--- config.mk ---
export PLATFORM = sky130hd
export DESIGN_NAME = hps_cell
export DESIGN_NICKNAME = d
export VERILOG_FILES = /design/src/hps_pkg.sv /design/src/hps_cell.sv
export SDC_FILE = /design/constraint.sdc
export NUM_CORES = 1
export LEC_CHECK = 0
export ABC_AREA = 1
export BUFFER_PORTS_ARGS = -buffer_cell sky130_fd_sc_hd__buf_4
export CAP_MARGIN = 10
export CELL_PAD_IN_SITES_DETAIL_PLACEMENT = 1
export CELL_PAD_IN_SITES_GLOBAL_PLACEMENT = 2
export CORE_ASPECT_RATIO = 1.75
export CORE_MARGIN = 5
export CORE_UTILIZATION = 24
export CTS_BUF_LIST = sky130_fd_sc_hd__clkbuf_8
export CTS_CLUSTER_SIZE = 10
export DETAILED_ROUTE_END_ITERATION = 12
export PLACE_DENSITY_LB_ADDON = 0.1
export SLEW_MARGIN = 20
export SYNTH_ARGS = -nofsm -noshare
export SYNTH_HDL_FRONTEND = slang
export SYNTH_SLANG_ARGS = --single-unit
--- constraint.sdc ---
create_clock -name clk -period 2.96 [get_ports clk]
set_input_delay 0 -clock clk [delete_from_list [all_inputs] [get_ports clk]]
set_output_delay 0 -clock clk [all_outputs]
set_load 0.01 [all_outputs]
--- src/hps_pkg.sv ---
// ----------------------------------------------------------------------------
// hps_pkg
// Shared types and constants for the heap sorter cell chain.
// ----------------------------------------------------------------------------
package hps_pkg;

  localparam int DATA_W            = 32;
  localparam int DEFAULT_MAX_ITEMS = 64;

  typedef enum logic {
    ST_LOAD,
    ST_DRAIN
  } hps_state_t;

  // broadcast to every cell of the chain
  typedef struct packed {
    logic load;   // insert the incoming value into the chain
    logic shift;  // move every entry one cell toward the head
    logic desc;   // descending order: larger values go first
  } hps_ctrl_t;

endpackage

--- src/hps_cell.sv ---
// ----------------------------------------------------------------------------
// hps_cell
// One cell of the sorting chain: holds one value and its valid bit.
// ----------------------------------------------------------------------------
module hps_cell
  import hps_pkg::*;
(
  input  logic                     clk,
  input  logic                     rst_n,
  input  hps_ctrl_t                ctrl,
  input  logic signed [DATA_W-1:0] new_value,
  input  logic                     prev_ins,
  input  logic                     prev_valid,
  input  logic signed [DATA_W-1:0] prev_value,
  input  logic                     next_valid,
  input  logic signed [DATA_W-1:0] next_value,
  output logic                     ins,
  output logic                     valid,
  output logic signed [DATA_W-1:0] value
);

  logic                     valid_r;
  logic                     valid_nxt;
  logic signed [DATA_W-1:0] value_r;
  logic signed [DATA_W-1:0] value_nxt;
  logic                     new_first;

  // strict compare keeps equal values in arrival order
  assign new_first = ctrl.desc ? (new_value > value_r) : (new_value < value_r);
  assign ins       = !valid_r || new_first;

  always_comb begin
    valid_nxt = valid_r;
    value_nxt = value_r;
    if (ctrl.shift) begin
      valid_nxt = next_valid;
      value_nxt = next_value;
    end else if (ctrl.load && ins) begin
      // cells past the insertion point take their left neighbor's entry
      valid_nxt = prev_ins ? prev_valid : 1'b1;
      value_nxt = prev_ins ? prev_value : new_value;
    end
  end

  always_ff @(posedge clk) begin
    if (!rst_n) begin
      valid_r <= 1'b0;
    end else begin
      valid_r <= valid_nxt;
    end
  end

  always_ff @(posedge clk) begin
    value_r <= value_nxt;
  end

  assign valid = valid_r;
  assign value = value_r;

endmodule

==> results of run 1 <==
## layer usage
layer  wire length (µm)  share of wire  GRT usage
met1               3218           0.34     0.1423
met3                510          0.054    0.03479
met4                108          0.011    0.04085
met2               5555           0.59     0.2946
met5                  0              0          0
## final cells by class
class	count	area, µm²	share of cell area
tap	130	162.7	0.04203
timing repair buffer	142	1096	0.2832
inverter	45	168.9	0.04365
clock buffer	5	68.82	0.01778
multi-input combinational	245	1381	0.3569
clock inverter	3	11.26	0.002910
sequential	33	980.9	0.2535
## power by group through the flow
stage	sequential, µW	combinational, µW	clock, µW
finish	598	515	331
global route	604	587	367
CTS	599	532	346
detailed placement	609	528	0
global placement	608	521	0
floorplan	629	231	0
## per-stage QoR
step	total power (µW)	utilization	area (µm²)	hold WS, ns	instances
2_1_floorplan	859.2	-	2585	0.1409	337
3_3_place_gp	1128	0.3545	3770	0.2738	593
3_5_place_dp	1137	0.3545	3770	0.2802	593
4_1_cts	1478	0.3639	3870	0.01889	603
5_1_grt	1558	0.3639	3870	0.03117	603
6_report	1445	0.3639	3870	0.02987	603
## cells in the mapped netlist
master,number
clkbuf_1,13
buf_2,1
o21ai_0,2
nand4_2,1
ha_1,32
edfxtp_1,32
a21oi_2,2
nand2_1,70
nor2_1,42
a21o_1,1
nand3_2,3
nand3_1,3
nand4_1,1
inv_2,6
a21oi_1,78
nand2_2,5
o21a_1,2
nor2_2,1
inv_1,39
dfxtp_1,1
nor2_4,1
o31ai_1,1
## worst paths after layout
kind	cells past startpoint	to	slack, ns
hold reg to reg	4	valid	0.88
hold / removal	3	value[27]	0.03
setup / recovery	13	value[4]	0.50
setup reg to reg	13	value[4]	0.50
## flip-flops by register name (all words and copies together) (netlist names)
signal  flops
value      32
valid       1
## critical path, delay by kind of cell (launching register included)
kind / cells / cell delay (ns)
fa+ha+maj: 1 / 0.30
buf+inv: 2 / 0.25
flops: 1 / 0.38
simple gates: 10 / 1.24
## cells by family (layout without fill, tap and decap cells)
| kind of cell | count (synthesis) | count (layout) | synth area share |
|---|---|---|---|
| adders and majority gates | 32 | 32 | 0.1549 |
| AOI/OAI and AO/OA | 86 | 86 | 0.1733 |
| buffers and inverters | 59 | 195 | 0.08616 |
| and+or+nand+nor | 127 | 127 | 0.2062 |
| DFF | 33 | 33 | 0.3795 |
==> key figures, run 1 <==
Logic synthesis
  • Post-Syn Area per Cell: around 7.7 µm²
  • Syn. warnings: 0
  • Synth Instances: 337
  • Yosys cell types: 22
  • Largest area contributor in the netlist: edfxtp_1
  • Part of the Yosys area used for sequential elements: 0.3795
  • Number of synthesized register bits: 33
  • Syn nets: ~470
  • Top cells by area, synth: edfxtp_1, ha_1, a21oi_1
  • Post-synthesis cell area: 0.002585 mm²
  • Synth top area share: 0.3717

Drt
  • Pre-Repair DR Iteration Count: 4
  • Total Routed Length: approximately 9.4 mm
  • WL per Instance: 15.58 µm
  • Drt drc: 0
  • Iteration-0 DRC Markers: 48
  • Vias/cell: 4.537
  • ANT nets after route: 0
  • Vias: 2736

Power
  • Sw frac: 0.3181
  • Lkg Pwr: 0.001981 µW
  • Power Internal: a little under 1000 µW
  • Peak VDD IR: between 0.0001 and 0.00015 V
  • PwrDens: 373.3 mW/mm²
  • Clock power frac: 0.229
  • Sw power: 459.5 µW
  • Logic gate share of total power: 0.357
  • Seq pwr share: 0.414

Floorplanning
  • I/O pin count: 138
  • Die Wd: 88.45 µm
  • Die Y-Extent: 147.3 µm
  • Row count: 50
  • Full die area: 0.01303 mm²
  • Core area: about 0.011 mm²
  • Initial core utilization: 0.2431

Worst hold path
  • Min-Delay Startpoint: next_value[27]
  • Hold crit path type: input pin to flop

Finish
  • Area Growth Syn to Fin: 49.71%
  • Antenna fix cells: 0
  • Share of layout cells above drive strength 1: 0.3467
  • Fillers: 1345
  • Commonest cells after routing, fill and taps aside: buf_4, a21oi_1, nand2_1, inv_1, nor2_1
  • Layout Nets: 608
  • Most common cell after layout, fill and taps aside: buf_4

STA
  • Clk_skew: 0.004086 ns
  • Crit path time final: 2.461 ns
  • Part of the cycle the worst path needs: 0.8315
  • Slew headroom: 0.5412
  • Final Max Tran Viols: 0
  • Worst-margin pin slew: 0.6872 ns
  • Final setup viols: 0
  • Worst Slack Setup Final: 0.4987 ns
  • Final Hold Vio Count: 0
  • RSZ-0062 raised after global routing: false
  • Fmax achieved: 406.3 MHz
  • Sum Neg Setup Slack: 0 ns

Setup path
  • Crit path top cell by count: nand2_2
  • Crit. Startpoint: value[23]
  • CP peak stage delay: 0.38 ns
  • Startpoint Class: flop
  • CP Cell Sequence: inv_1 -> ha_1 -> nand2_1 -> nor2_1 -> nand4_2 -> nor2_4 -> nand2_2 -> nand3_1 -> nand3_2 -> nand3_2 -> nand2_2 -> nand2_2 -> buf_12
  • CP Capture Type: flop
  • Critical-path maximum fanout: 12
  • Reg2reg start: value[23]
  • WS Path Type: flop to flop
  • Worst Path Required: approximately 3.0 ns
  • Critical path arrival: between 2 and 2.5 ns
  • Slowest cell on crit path: edfxtp_1

Clock tree
  • Sink Count: 33
  • Clk buf depth: 2
  • CTS buffer count: 5
  • Postcts setup bufs: 0
  • CTS resizes: 0
  • CTS tree: yes
  • Worst skew pair latency: 0.29 ns
  • Htree depth: 2
  • Root Driver: clkbuf_8
  • CTS Hold Bufs: 2
  • Clk pin slew, worst setup/hold paths: ~0.070 ns

GRT
  • Gr usage total: 0.1475
  • First-pass GRT wire length: between 10 and 15 mm
  • Total gr overflow: 0
  • Vias in the first global route: between 2000 and 3000
  • Largest net degree at the start of global routing: 36
  • Initial antenna violation count: 0

Place
  • GPL Wtd Cong: 0.7305
  • Pre-CTS WS: ~0.50 ns
  • I/O Buffers: roughly 140
  • Post-DP HPWL: 7.529 mm

Outcome
  • Status: complete, no violations

Flow run
  • Max cap viols: 0
(Power assumes the default switching activity.)
==> run 2, diff against run 1 <==
Clock period 2.96 ns to 2.3 ns, I/O delays scaled along.
==> run 2 against run 1 <==
Effect of this change: sequential cell count stayed put; sequential power up 29%; total power is 38% higher; sequential share of layout area decreased by 1.7 points; clock-buffer cell count is 1 higher; critical path type unchanged; clock skew is 0.0027 ns higher.
==> key figures, run 2 (synthesized netlist as in run 1, its figures left out) <==
Outcome
  • Status: complete, no violations

Finish
  • Share of layout cells above drive strength 1: 0.4082
  • Final design utilization: 0.3908
  • Final non-filler cell total: 615
  • Final Instance Area: 0.004156 mm²
  • Area Growth Syn to Fin: 60.79%
  • Fillers: 1326
  • Max reg flops: 32
  • Layout Nets: 620
  • Antenna fix cells: 0
  • Most common cell after layout, fill and taps aside: buf_4
  • Commonest cells after routing, fill and taps aside: buf_4, a21oi_1, nand2_1, inv_1, nor2_1

Setup path
  • Critical path arrival: 2.24 ns
  • WS Path Type: flop to flop
  • Critical-path maximum fanout: 6
  • Startpoint Class: flop
  • CP Capture Type: flop
  • Worst Path Required: 2.31 ns

Drt
  • ANT nets after route: 0
  • WL per Instance: 15.41 µm
  • Iteration-0 DRC Markers: a little under 90
  • Pre-Repair DR Iteration Count: 4
  • Vias/cell: roughly 4.5
  • Drt drc: 0
  • Total Routed Length: 9.476 mm
  • Vias: 2790

GRT
  • Largest net degree at the start of global routing: 36
  • Vias in the first global route: roughly 3100
  • Initial antenna violation count: 0
  • First-pass GRT wire length: 14.52 mm
  • Total gr overflow: 0
  • Gr usage total: 0.1437

STA
  • Fmax achieved: 449.4 MHz
  • Crit path time final: 2.225 ns
  • Final Max Tran Viols: 0
  • Final setup viols: 0
  • Final Hold Vio Count: 0
  • RSZ-0062 raised after global routing: true
  • Clk_skew: about 0.0068 ns
  • Part of the cycle the worst path needs: 0.9676
  • Worst Slack Setup Final: 0.07461 ns
  • Slew headroom: 0.5094
  • Worst-margin pin slew: 0.7348 ns

Floorplanning
  • Die Wd: 88.45 µm
  • Core area: 0.01064 mm²
  • I/O pin count: 138
  • Initial core utilization: 0.2431
  • Row count: 50
  • Die Y-Extent: 147.3 µm
  • Full die area: 0.01303 mm²

Clock tree
  • Sink Count: 33
  • CTS buffer count: 5
  • Clk pin slew, worst setup/hold paths: about 0.070 ns
  • Htree depth: 2
  • Worst skew pair latency: about 0.29 ns
  • Root Driver: clkbuf_8
  • CTS tree: yes
  • Clk buf depth: 2

Flow run
  • Max cap viols: 0

Worst hold path
  • Hold crit path type: input pin to flop

Place
  • Cell Area, Placed: 0.003817 mm²
  • GPL Wtd Cong: 0.7260
  • Cell count after placement: 597
  • Pre-CTS WS: -0.08222 ns
  • Post-DP HPWL: 7.405 mm
  • I/O Buffers: 137

Power
  • Peak VDD IR: 0.0002020 V
  • PwrDens: 479.3 mW/mm²
  • Lkg Pwr: 0.002065 µW
run 2: cell count changes in the layout (fill, tap and decap cells not counted), moves of 3 or more:
cell,previous run,this run
a21oi_1,78,70
a21oi_2,2,10
buf_4,138,147
ha_4,0,6
nor2_2,1,4
nor2_1,42,39
inv_1,42,39
ha_1,32,26
run 2: metal layers:
metal / part of all wire / routed length, µm / GRT usage
met5: 0 / 0 / 0
met4: 0.010 / 97 / 0.03631
met3: 0.058 / 549 / 0.03311
met2: 0.58 / 5531 / 0.2804
met1: 0.35 / 3297 / 0.1469
run 2: path summary, 6_finish.rpt:
kind,from,to,slack (ns),cells past startpoint
setup / recovery,value[27],value[30],0.07,14
hold / removal,next_value[14],value[14],0.03,3
setup reg to reg,value[27],value[30],0.07,14
hold reg to reg,valid,valid,0.84,5
run 2: worst max-delay path, cell delays in order (launching register included):
cell and delay (ns):
edfxtp_1 0.34, inv_1 0.05, ha_1 0.32, a21oi_2 0.16, o21ai_1 0.10, nand2_1 0.07
nand2_1 0.06, a21oi_2 0.16, nand2_2 0.10, nand2_2 0.07, nand3_2 0.08, nand3_4 0.10
nand2_4 0.07, nand2_8 0.11, clkbuf_16 0.17
run 2: repair_timing:
action	CTS	global route
hold endpoints to repair	1	0
pin swaps	0	6
buffers inserted	0	7
resized for setup	4	22
endpoints found under the setup margin	28	33
cloned	0	1
hold buffers	2	0
run 2: power breakdown:
part | internal, µW | leakage (µW) | switching (µW)
combinational | 392 | 0.00168 | 371
sequential | 737 | 0.000328 | 32.0
clock | 236 | 0.0000538 | 225
total | 1360 | 0.00207 | 628
run 2: through the flow:
stage,hold slack (ns),power [µW],setup TNS [ns]
global route,0.02972,2136,-1.347
detailed placement,0.2689,1477,-1.897
floorplan,0.1409,1107,0
CTS,0.02044,1963,0
finish,0.02876,1992,0
global placement,0.2716,1467,0
run 2: layout make-up:
| class | instances | area, µm² | area share |
|---|---|---|---|
| timing repair buffer | 154 | 1229 | 0.2956 |
| multi-input combinational | 245 | 1525 | 0.3669 |
| inverter | 45 | 168.9 | 0.04064 |
| tap | 130 | 162.7 | 0.03913 |
| clock buffer | 6 | 82.58 | 0.01987 |
| clock inverter | 2 | 7.507 | 0.001806 |
| sequential | 33 | 980.9 | 0.2360 |
